$ cat src/sv/krt_ram.sv
`timescale 1ns / 1ps
// krt_ram: generic single write port, single read port ram with registered read
// no dependencies

module krt_ram #(
	parameter int WIDTH = 8,
	parameter int DEPTH = 16
) (
	input  logic                     clk,
	input  logic                     wr_en,
	input  logic [$clog2(DEPTH)-1:0] wr_addr,
	input  logic [WIDTH-1:0]         wr_data,
	input  logic                     rd_en,
	input  logic [$clog2(DEPTH)-1:0] rd_addr,
	output logic [WIDTH-1:0]         rd_data
);

	logic [WIDTH-1:0] mem_q [DEPTH];

	always_ff @(posedge clk) begin
		if (wr_en) begin
			mem_q[wr_addr] <= wr_data;
		end
		if (rd_en) begin
			rd_data <= mem_q[rd_addr];
		end
	end

endmodule

$ cat config.mk
export PLATFORM = sky130hd
export DESIGN_NAME = krt_ram
export DESIGN_NICKNAME = d
export VERILOG_FILES = /design/src/sv/krt_ram.sv
export SDC_FILE = /design/constraint.sdc
export NUM_CORES = 1
export LEC_CHECK = 0
export ABC_AREA = 1
export BUFFER_PORTS_ARGS = -buffer_cell sky130_fd_sc_hd__buf_2
export CORE_UTILIZATION = 35
export DETAILED_ROUTE_END_ITERATION = 6
export PLACE_DENSITY = 0.52
export SLEW_MARGIN = 20
export SYNTH_ARGS = -nofsm -noshare
export SYNTH_HDL_FRONTEND = slang
export SYNTH_SLANG_ARGS = --single-unit
$ cat constraint.sdc
create_clock -name clk -period 2.6 [get_ports clk]
set_clock_uncertainty 0.2 [all_clocks]
set_input_delay 0.26 -clock clk [delete_from_list [all_inputs] [get_ports clk]]
set_output_delay 0.26 -clock clk [all_outputs]
set_load 0.02 [all_outputs]
**Word level (Yosys, flattened, before mapping)**

Memory sizes are Yosys's and may differ from the RTL's. A register that Yosys moved wholly into a read port is not among the register bits.
Index checks and enable logic that the tools add are counted.
W data, S select, Z words.

- Muxes and demuxes: 2

Operators by type and width:

| kind | number |
|---|---|
| $mux W1 | 2 |

- Flip-flop bits (word level): 0
- Bits in writable memories: 128
- Input port bits: 19
- Output and inout port bits: 8
- Logic and storage cells: 3
- Memories kept: 1

Memory list:

| name | words | bits a word | read ports | clocked after memory_dff | wr ports | line | RTL |
|---|---|---|---|---|---|---|---|
| mem_q | 16 | 8 | 1 | 1 | 1 | 18 | `logic [WIDTH-1:0] mem_q [DEPTH];` |

**Depth between registers and ports, before layout**

Gate-level depths: netlist of run 1.

- Depth after elaboration: 2
- Mapped depth: 8
- Depth with buffers taken out: 7

**Worst setup path after synthesis of run 1**

OpenSTA, ideal clock, no wires.

- Kind: input port to flip-flop
- Start: in wr_addr[2]
- End: mem mem_q[10][0] (enable)
- Setup time: 0.370 ns
- Arrival time: 0.841 ns
- Required time: 2.030 ns
- Path slack: 1.189 ns
- Stages on the path: 2
- Path buffers: 0
- Cells stage by stage: nand3b_1 -> nor2_1

RTL lines:

| element | line | RTL |
|---|---|---|
| start: declaration | 11 | `input logic [$clog2(DEPTH)-1:0] wr_addr,` |
| end: declaration | 18 |  |

No word-level cell before the write port.

==> results of run 1 <==
final timing paths:
path / endpoint / slack [ps] / cells after the start
max: rd_data[4]$_DFFE_PP_ / 820 / 6
min: mem_q[9][7]$_DFFE_PP_ / 90 / 1
max reg2reg: rd_data[0]$_DFFE_PP_ / 1260 / 6
min reg2reg: rd_data[2]$_DFFE_PP_ / 540 / 6
Yosys cell counts, drive strengths merged:
library cell,number
nand3b,2
nand3,97
nand2,173
edfxtp,136
inv,102
nor2,17
buf,24
layout make-up:
type | count | area (um2) | share of cell area [%]
flip-flops and latches | 136 | 4080 | 60.9
well taps | 216 | 270 | 4.03
clock inverters | 14 | 134 | 1.99
diodes | 1 | 2.50 | 0.0373
clock buffers | 18 | 429 | 6.39
inverters | 102 | 383 | 5.70
repair buffers | 31 | 195 | 2.91
multi-input cells | 289 | 1210 | 18.1
power by group:
part	internal (uW)	switching (uW)
sequential	2470	15.5
combinational	80.8	225
clock	1390	887
total	3950	1130
state kept, by name (all words and copies together) (netlist names):
| name | flops |
|---|---|
| mem_q | 128 |
| rd_data | 8 |
stage by stage:
| stage | worst slack [ps] | hold WS (ps) | power, uW |
|---|---|---|---|
| after global routing | 707 | 68.4 | 5240 |
| after detailed placement | 414 | 428 | 2840 |
| after floorplan | 1190 | 159 | 2710 |
| after CTS | 863 | 66.4 | 5120 |
| after global placement | 453 | 429 | 2840 |
| final | 819 | 85.8 | 5070 |
worst max-delay path, stage by stage:
cell and delay [ps]:
buf_2 500, inv_2 430, nand3_1 210, nand3_1 130, nand3_1 110, nand2_1 60
metal layers:
layer	vias to the layer above	global-route usage [%]
li1	1840	-
met1	1819	22.1
met2	125	27.6
met3	17	3.74
met4	0	7.69
met5	-	0
logic make-up after synthesis:
group	after synthesis
DFF	136
and+or+nand+nor	289
buffers and inverters	126
timing repair:
item                       in CTS  in global routing
setup endpoints to repair       0                  0
resized for setup               0                  0
setup buffers                   0                  0
hold endpoints to repair        8                  0
hold buffers                    1                  0
==> flow_metrics.env, run 1 <==
export IMPL_wl_met2_um=6670
export IMPL_final_cell_mix="nand2_1, edfxtp_1, inv_1, nand3_1, buf_2"
export IMPL_post_synth_cell_area_avg_um2=10.6
export IMPL_drv_slew=0
export IMPL_syn2layout_area_growth_pct=14.8
export IMPL_synth_simple_gate_area_share_pct=20.8
export IMPL_wl_met1_um=6380
export IMPL_ys_top_cells_by_area="edfxtp_1, nand2_1, nand3_1, inv_1, buf_6"
export IMPL_worstSetupStartpoint="rd_addr[1]"
export IMPL_clock_sink_count=136
export IMPL_synth_top_family_by_area="simple AND/OR/NAND/NOR gates"
export IMPL_root_buffer="clkbuf_16"
export IMPL_via_per_inst=4.71
export IMPL_yosysSeqAreaShare_pct=69.8
export IMPL_fin_cells=807
export IMPL_synthesis_nets=570
export IMPL_tightest_slew_ps=852
export IMPL_route_detailed_drc=0
export IMPL_antenna_found_initial=1
export IMPL_critPathArrivalTime_ps=1750
export IMPL_nets=596
export IMPL_portBuffers=26
export IMPL_final_antenna_net_count=0
export IMPL_leakagePower_uw=0.00282
export IMPL_dp_cells=773
export IMPL_rows=46
export IMPL_cp_required_ps=2570
export IMPL_final_area_um2=6710
export IMPL_rsz0062_at_grt="false"
export IMPL_fillCellCount=1556
export IMPL_power_density_nw_per_um2=756
export IMPL_clockBufferDepth=2
export IMPL_io_pins=27
export IMPL_clock_latency_ps=420
export IMPL_synth_warnings=0
export IMPL_fin_crit_sh_pct=68.5
export IMPL_max_slew_margin_pct=43.0
export IMPL_clkTransAtPathRegs_ps=60
export IMPL_setup_viol=0
export IMPL_worstPathMaxFanout=33
export IMPL_grt_pass1_vias=3743
export IMPL_start_util_pct=36.3
export IMPL_gr_total_overflow=0
export IMPL_fin_setup_tns_ps=0
export IMPL_hp_class="in2reg"
export IMPL_die_w_um=131
export IMPL_grt_util_all_layers_pct=17.1
export IMPL_synth_top_area_share_pct=69.8
export IMPL_fin_util_pct=41.6
export IMPL_grt_max_degree=65
export IMPL_final_common_cell="nand2_1"
export IMPL_met3WireLength_um=653
export IMPL_syn_area_um2=5850
export IMPL_synth_cells=551
export IMPL_cts_tree="built"
export IMPL_drive_gt1_share_pct=10.0
export IMPL_synth_xor_area_share_pct=0
export IMPL_status="finished clean"
export IMPL_startpoint_type="primary input"
export IMPL_first_pass_iters=5
export IMPL_wl_per_cell_um=17.3
export IMPL_timing_rr_start="mem_q[7][0]$_DFFE_PP_"
export IMPL_top_layer_used="met4"
export IMPL_ir_worst_vdd_mv=0.455
export IMPL_end_kind="flop"
export IMPL_wl_um=14000
export IMPL_synth_compound_area_share_pct=0
export IMPL_finalHoldViolations=0
export IMPL_synth_distinct_cells=11
export IMPL_drv_cap=0
export IMPL_grt_pass1_wl_um=21500
export IMPL_hold_start="wr_data[7]"
export IMPL_muxShareOfSynthArea_pct=0
export IMPL_placed_area_um2=6140
export IMPL_synthAdderAreaFrac_pct=0
export IMPL_post_route_min_period_ps=1780
export IMPL_fmaxAchievable_mhz=562
export IMPL_coreArea_um2=16100
export IMPL_num_vias=3801
export IMPL_hpwlAfterDp_um=8880
export IMPL_numCtsBuffers=17
export IMPL_drt_iter0_markers=360
export IMPL_htree_levels=4
export IMPL_worstSetupPathType="in2reg"
export IMPL_dieArea_um2=17200
export IMPL_ys_ff_latch=136
export IMPL_finalWeightedCongestion=0.897
export IMPL_die_h_um=131
export IMPL_synth_top_area_cell="edfxtp_1"
Power figures use the tool's default switching activity.
==> run 2: changes to the inputs <==
Settings changed: ABC_AREA 1 to 0, PLACE_DENSITY 0.52 to 0.54.
Clock period 2.6 ns to 1.5 ns, I/O delays scaled along.
==> run 2 against run 1 <==
Effect of this change: the flow now finishes with violations (negative setup slack); first-iteration DRC count fell by 40%; wire length fell by 27%; register-to-register slack got worse by 1400 ps; total power rose by 73%; global-route usage fell by 2.5 points; critical path type is now reg2reg; sequential share of layout area rose by 2.8 points; via count fell by 35%; synthesized cell count fell by 58%; critical endpoint unchanged; final area fell by 4.3%; hold slack improved by 34 ps; sequential cell count did not move; clock-buffer cell count did not move.
==> flow_metrics.env, run 2 <==
export IMPL_status="finished with violations"
export IMPL_violations="negative setup slack"
export IMPL_io_pins=27
export IMPL_p_comb_share_pct=5.5
export IMPL_rows=44
export IMPL_syn_area_um2=5230
export IMPL_final_area_um2=6420
export IMPL_antenna_cells=0
export IMPL_finalWeightedCongestion=0.708
export IMPL_regMostFlops="mem_q"
export IMPL_cts_tree="built"
export IMPL_p_sw_share_pct=19.6
export IMPL_dieArea_um2=15400
export IMPL_coreArea_um2=14500
export IMPL_grt_pass1_vias=2655
export IMPL_htree_levels=4
export IMPL_cp_required_ps=1460
export IMPL_startpoint_type="flop"
export IMPL_fin_util_pct=44.2
export IMPL_p_total_uw=8770
export IMPL_synth_top_area_cell="edfxtp_1"
export IMPL_hpwlAfterDp_um=6630
export IMPL_placed_area_um2=5710
export IMPL_leakagePower_uw=0.00213
export IMPL_fin_cells=496
export IMPL_fmaxAchievable_mhz=628
export IMPL_drv_slew=0
export IMPL_synth_warnings=0
export IMPL_wl_um=10200
export IMPL_synth_distinct_cells=18
export IMPL_hp_class="in2reg"
export IMPL_dp_cells=456
export IMPL_synth_edf_count=136
export IMPL_num_vias=2489
export IMPL_die_w_um=124
export IMPL_tightest_slew_ps=958
export IMPL_clock_sink_count=136
export IMPL_clkTransAtPathRegs_ps=50
export IMPL_finalHoldViolations=0
export IMPL_drive_gt1_share_pct=40.4
export IMPL_ys_ff_latch=136
export IMPL_critPathArrivalTime_ps=1550
export IMPL_post_synth_cell_area_avg_um2=22.8
export IMPL_clock_latency_ps=410
export IMPL_sequentialPowerShare_pct=49.1
export IMPL_ir_worst_vdd_mv=0.910
export IMPL_drt_iter0_markers=217
export IMPL_first_pass_iters=4
export IMPL_synthesis_nets=248
export IMPL_wl_per_cell_um=20.6
export IMPL_synth_cells=229
export IMPL_crit_chain="mux4_2 -> a22oi_2 -> nand2_1"
export IMPL_synthFlopType="edfxtp_1"
export IMPL_synth_top_area_share_pct=78.1
export IMPL_grt_max_degree=17
export IMPL_final_antenna_net_count=0
export IMPL_drv_cap=0
export IMPL_async_reset_ff_share_pct=0
export IMPL_cp_slowest_cell="mux4_2"
export IMPL_start_util_pct=36.0
export IMPL_worstSetupPathType="reg2reg"
export IMPL_synth_most_common_cell="edfxtp_1"
export IMPL_worstPathMaxFanout=1
export IMPL_fin_setup_tns_ps=-448
export IMPL_fin_crit_sh_pct=106
export IMPL_largest_register_ffs=128
export IMPL_final_cell_mix="edfxtp_1, mux4_2, buf_2, buf_4, clkbuf_16"
export IMPL_pwr_share_clk_pct=45.4
export IMPL_critPathMaxStageDelay_ps=500
export IMPL_grt_pass1_wl_um=16000
export IMPL_ys_top_cells_by_area="edfxtp_1, mux4_2, mux4_1, a22oi_1, nor2_1"
export IMPL_via_per_inst=5.02
export IMPL_portBuffers=26
export IMPL_max_slew_margin_pct=35.9
export IMPL_post_route_min_period_ps=1590
export IMPL_rsz0062_at_grt="true"
export IMPL_clockBufferDepth=2
export IMPL_nets=319
export IMPL_post_cts_buffers=0
export IMPL_yosysSeqAreaShare_pct=78.1
export IMPL_end_kind="flop"
export IMPL_antenna_found_initial=0
export IMPL_p_int_uw=7050
export IMPL_numCtsBuffers=17
export IMPL_grt_util_all_layers_pct=14.6
export IMPL_power_density_nw_per_um2=1370
export IMPL_setup_ws_ps=-92.2
export IMPL_switchingPower_uw=1710
export IMPL_setup_viol=8
export IMPL_route_detailed_drc=0
export IMPL_reg_top3="mem_q (128), rd_data (8)"
export IMPL_ys_top_cells_by_count="edfxtp_1, mux4_2, a22oi_1"
export IMPL_syn2layout_area_growth_pct=22.8
export IMPL_die_h_um=124
export IMPL_root_buffer="clkbuf_16"
export IMPL_gr_total_overflow=0
export IMPL_final_common_cell="edfxtp_1"
-- run 2: cell count changes in the layout (fill, tap and decap cells not counted), sizes merged, moves of 5 or more --
cell         delta
a22oi          +16
buf            +23
clkinvlp        -5
dlygate4sd3     +8
inv           -102
mux4           +32
nand2         -164
nand3          -96
-- run 2: timing repair --
action                                 CTS  global route
setup endpoints to repair                8             8
hold buffers                             9             0
pin swaps                                6             3
endpoints found under the hold margin  136             0
resized for setup                        7             6
-- run 2: path summary, 6_finish.rpt --
check                                            start               endpoint  slack (ps)  cells past startpoint
worst max-delay path             mem_q[3][4]$_DFFE_PP_   rd_data[4]$_DFFE_PP_         -90                      3
worst min-delay path                        wr_addr[1]  mem_q[0][0]$_DFFE_PP_         120                      3
worst max register to register   mem_q[3][4]$_DFFE_PP_   rd_data[4]$_DFFE_PP_         -90                      3
worst min register to register  mem_q[15][2]$_DFFE_PP_   rd_data[2]$_DFFE_PP_         560                      3
-- run 2: stage by stage --
step | hold slack, ps | worst slack [ps]
5_1_grt | 126 | -151
6_report | 120 | -92.2
3_3_place_gp | 328 | -360
4_1_cts | 99.8 | -105
3_5_place_dp | 333 | -392
2_1_floorplan | 48.9 | -116
-- run 2: area by class of cell --
cell class              count  area (um2)
clock buffers              18         429
clock inverters            13         136
fillers                  1283        8110
multi-input cells          83        1080
flip-flops and latches    136        4080
well taps                 184         230
repair buffers             62         460
-- run 2: power groups by stage --
| stage | clock network, uW | logic (uW) | registers [uW] |
|---|---|---|---|
| after floorplan | 0 | 236 | 4400 |
| after global placement | 0 | 440 | 4390 |
| after detailed placement | 0 | 446 | 4390 |
| after CTS | 4070 | 479 | 4310 |
| after global routing | 4220 | 522 | 4310 |
| final | 3980 | 480 | 4310 |
-- run 2: kinds of logic (layout without fill, tap and decap cells) --
| kind of cell | Yosys count | after routing | share of synthesized area, % |
|---|---|---|---|
| DFF | 136 | 136 | 78.1 |
| AOI/OAI and AO/OA | 16 | 16 | 2.30 |
| buffers and inverters | 10 | 93 | 1.65 |
| muxes | 32 | 32 | 14.8 |
| and+or+nand+nor | 35 | 35 | 3.14 |
-- run 2: critical path: cells and delay by family (launching register included) --
family           cells  cell delay, ps
flip-flops           1             370
AND/OR/NAND/NOR      1              80
multiplexers         1             500
AO/OA/AOI/OAI        1             190
-- run 2: routing by layer --
layer  GRT usage (%)  vias to the layer above  share of wire, %
li1                -                     1109                 -
met2            22.4                       49                49
met5               0                        -                 0
met4            7.23                        0               1.7
met3            3.49                       13               3.0
met1            19.5                     1318                47
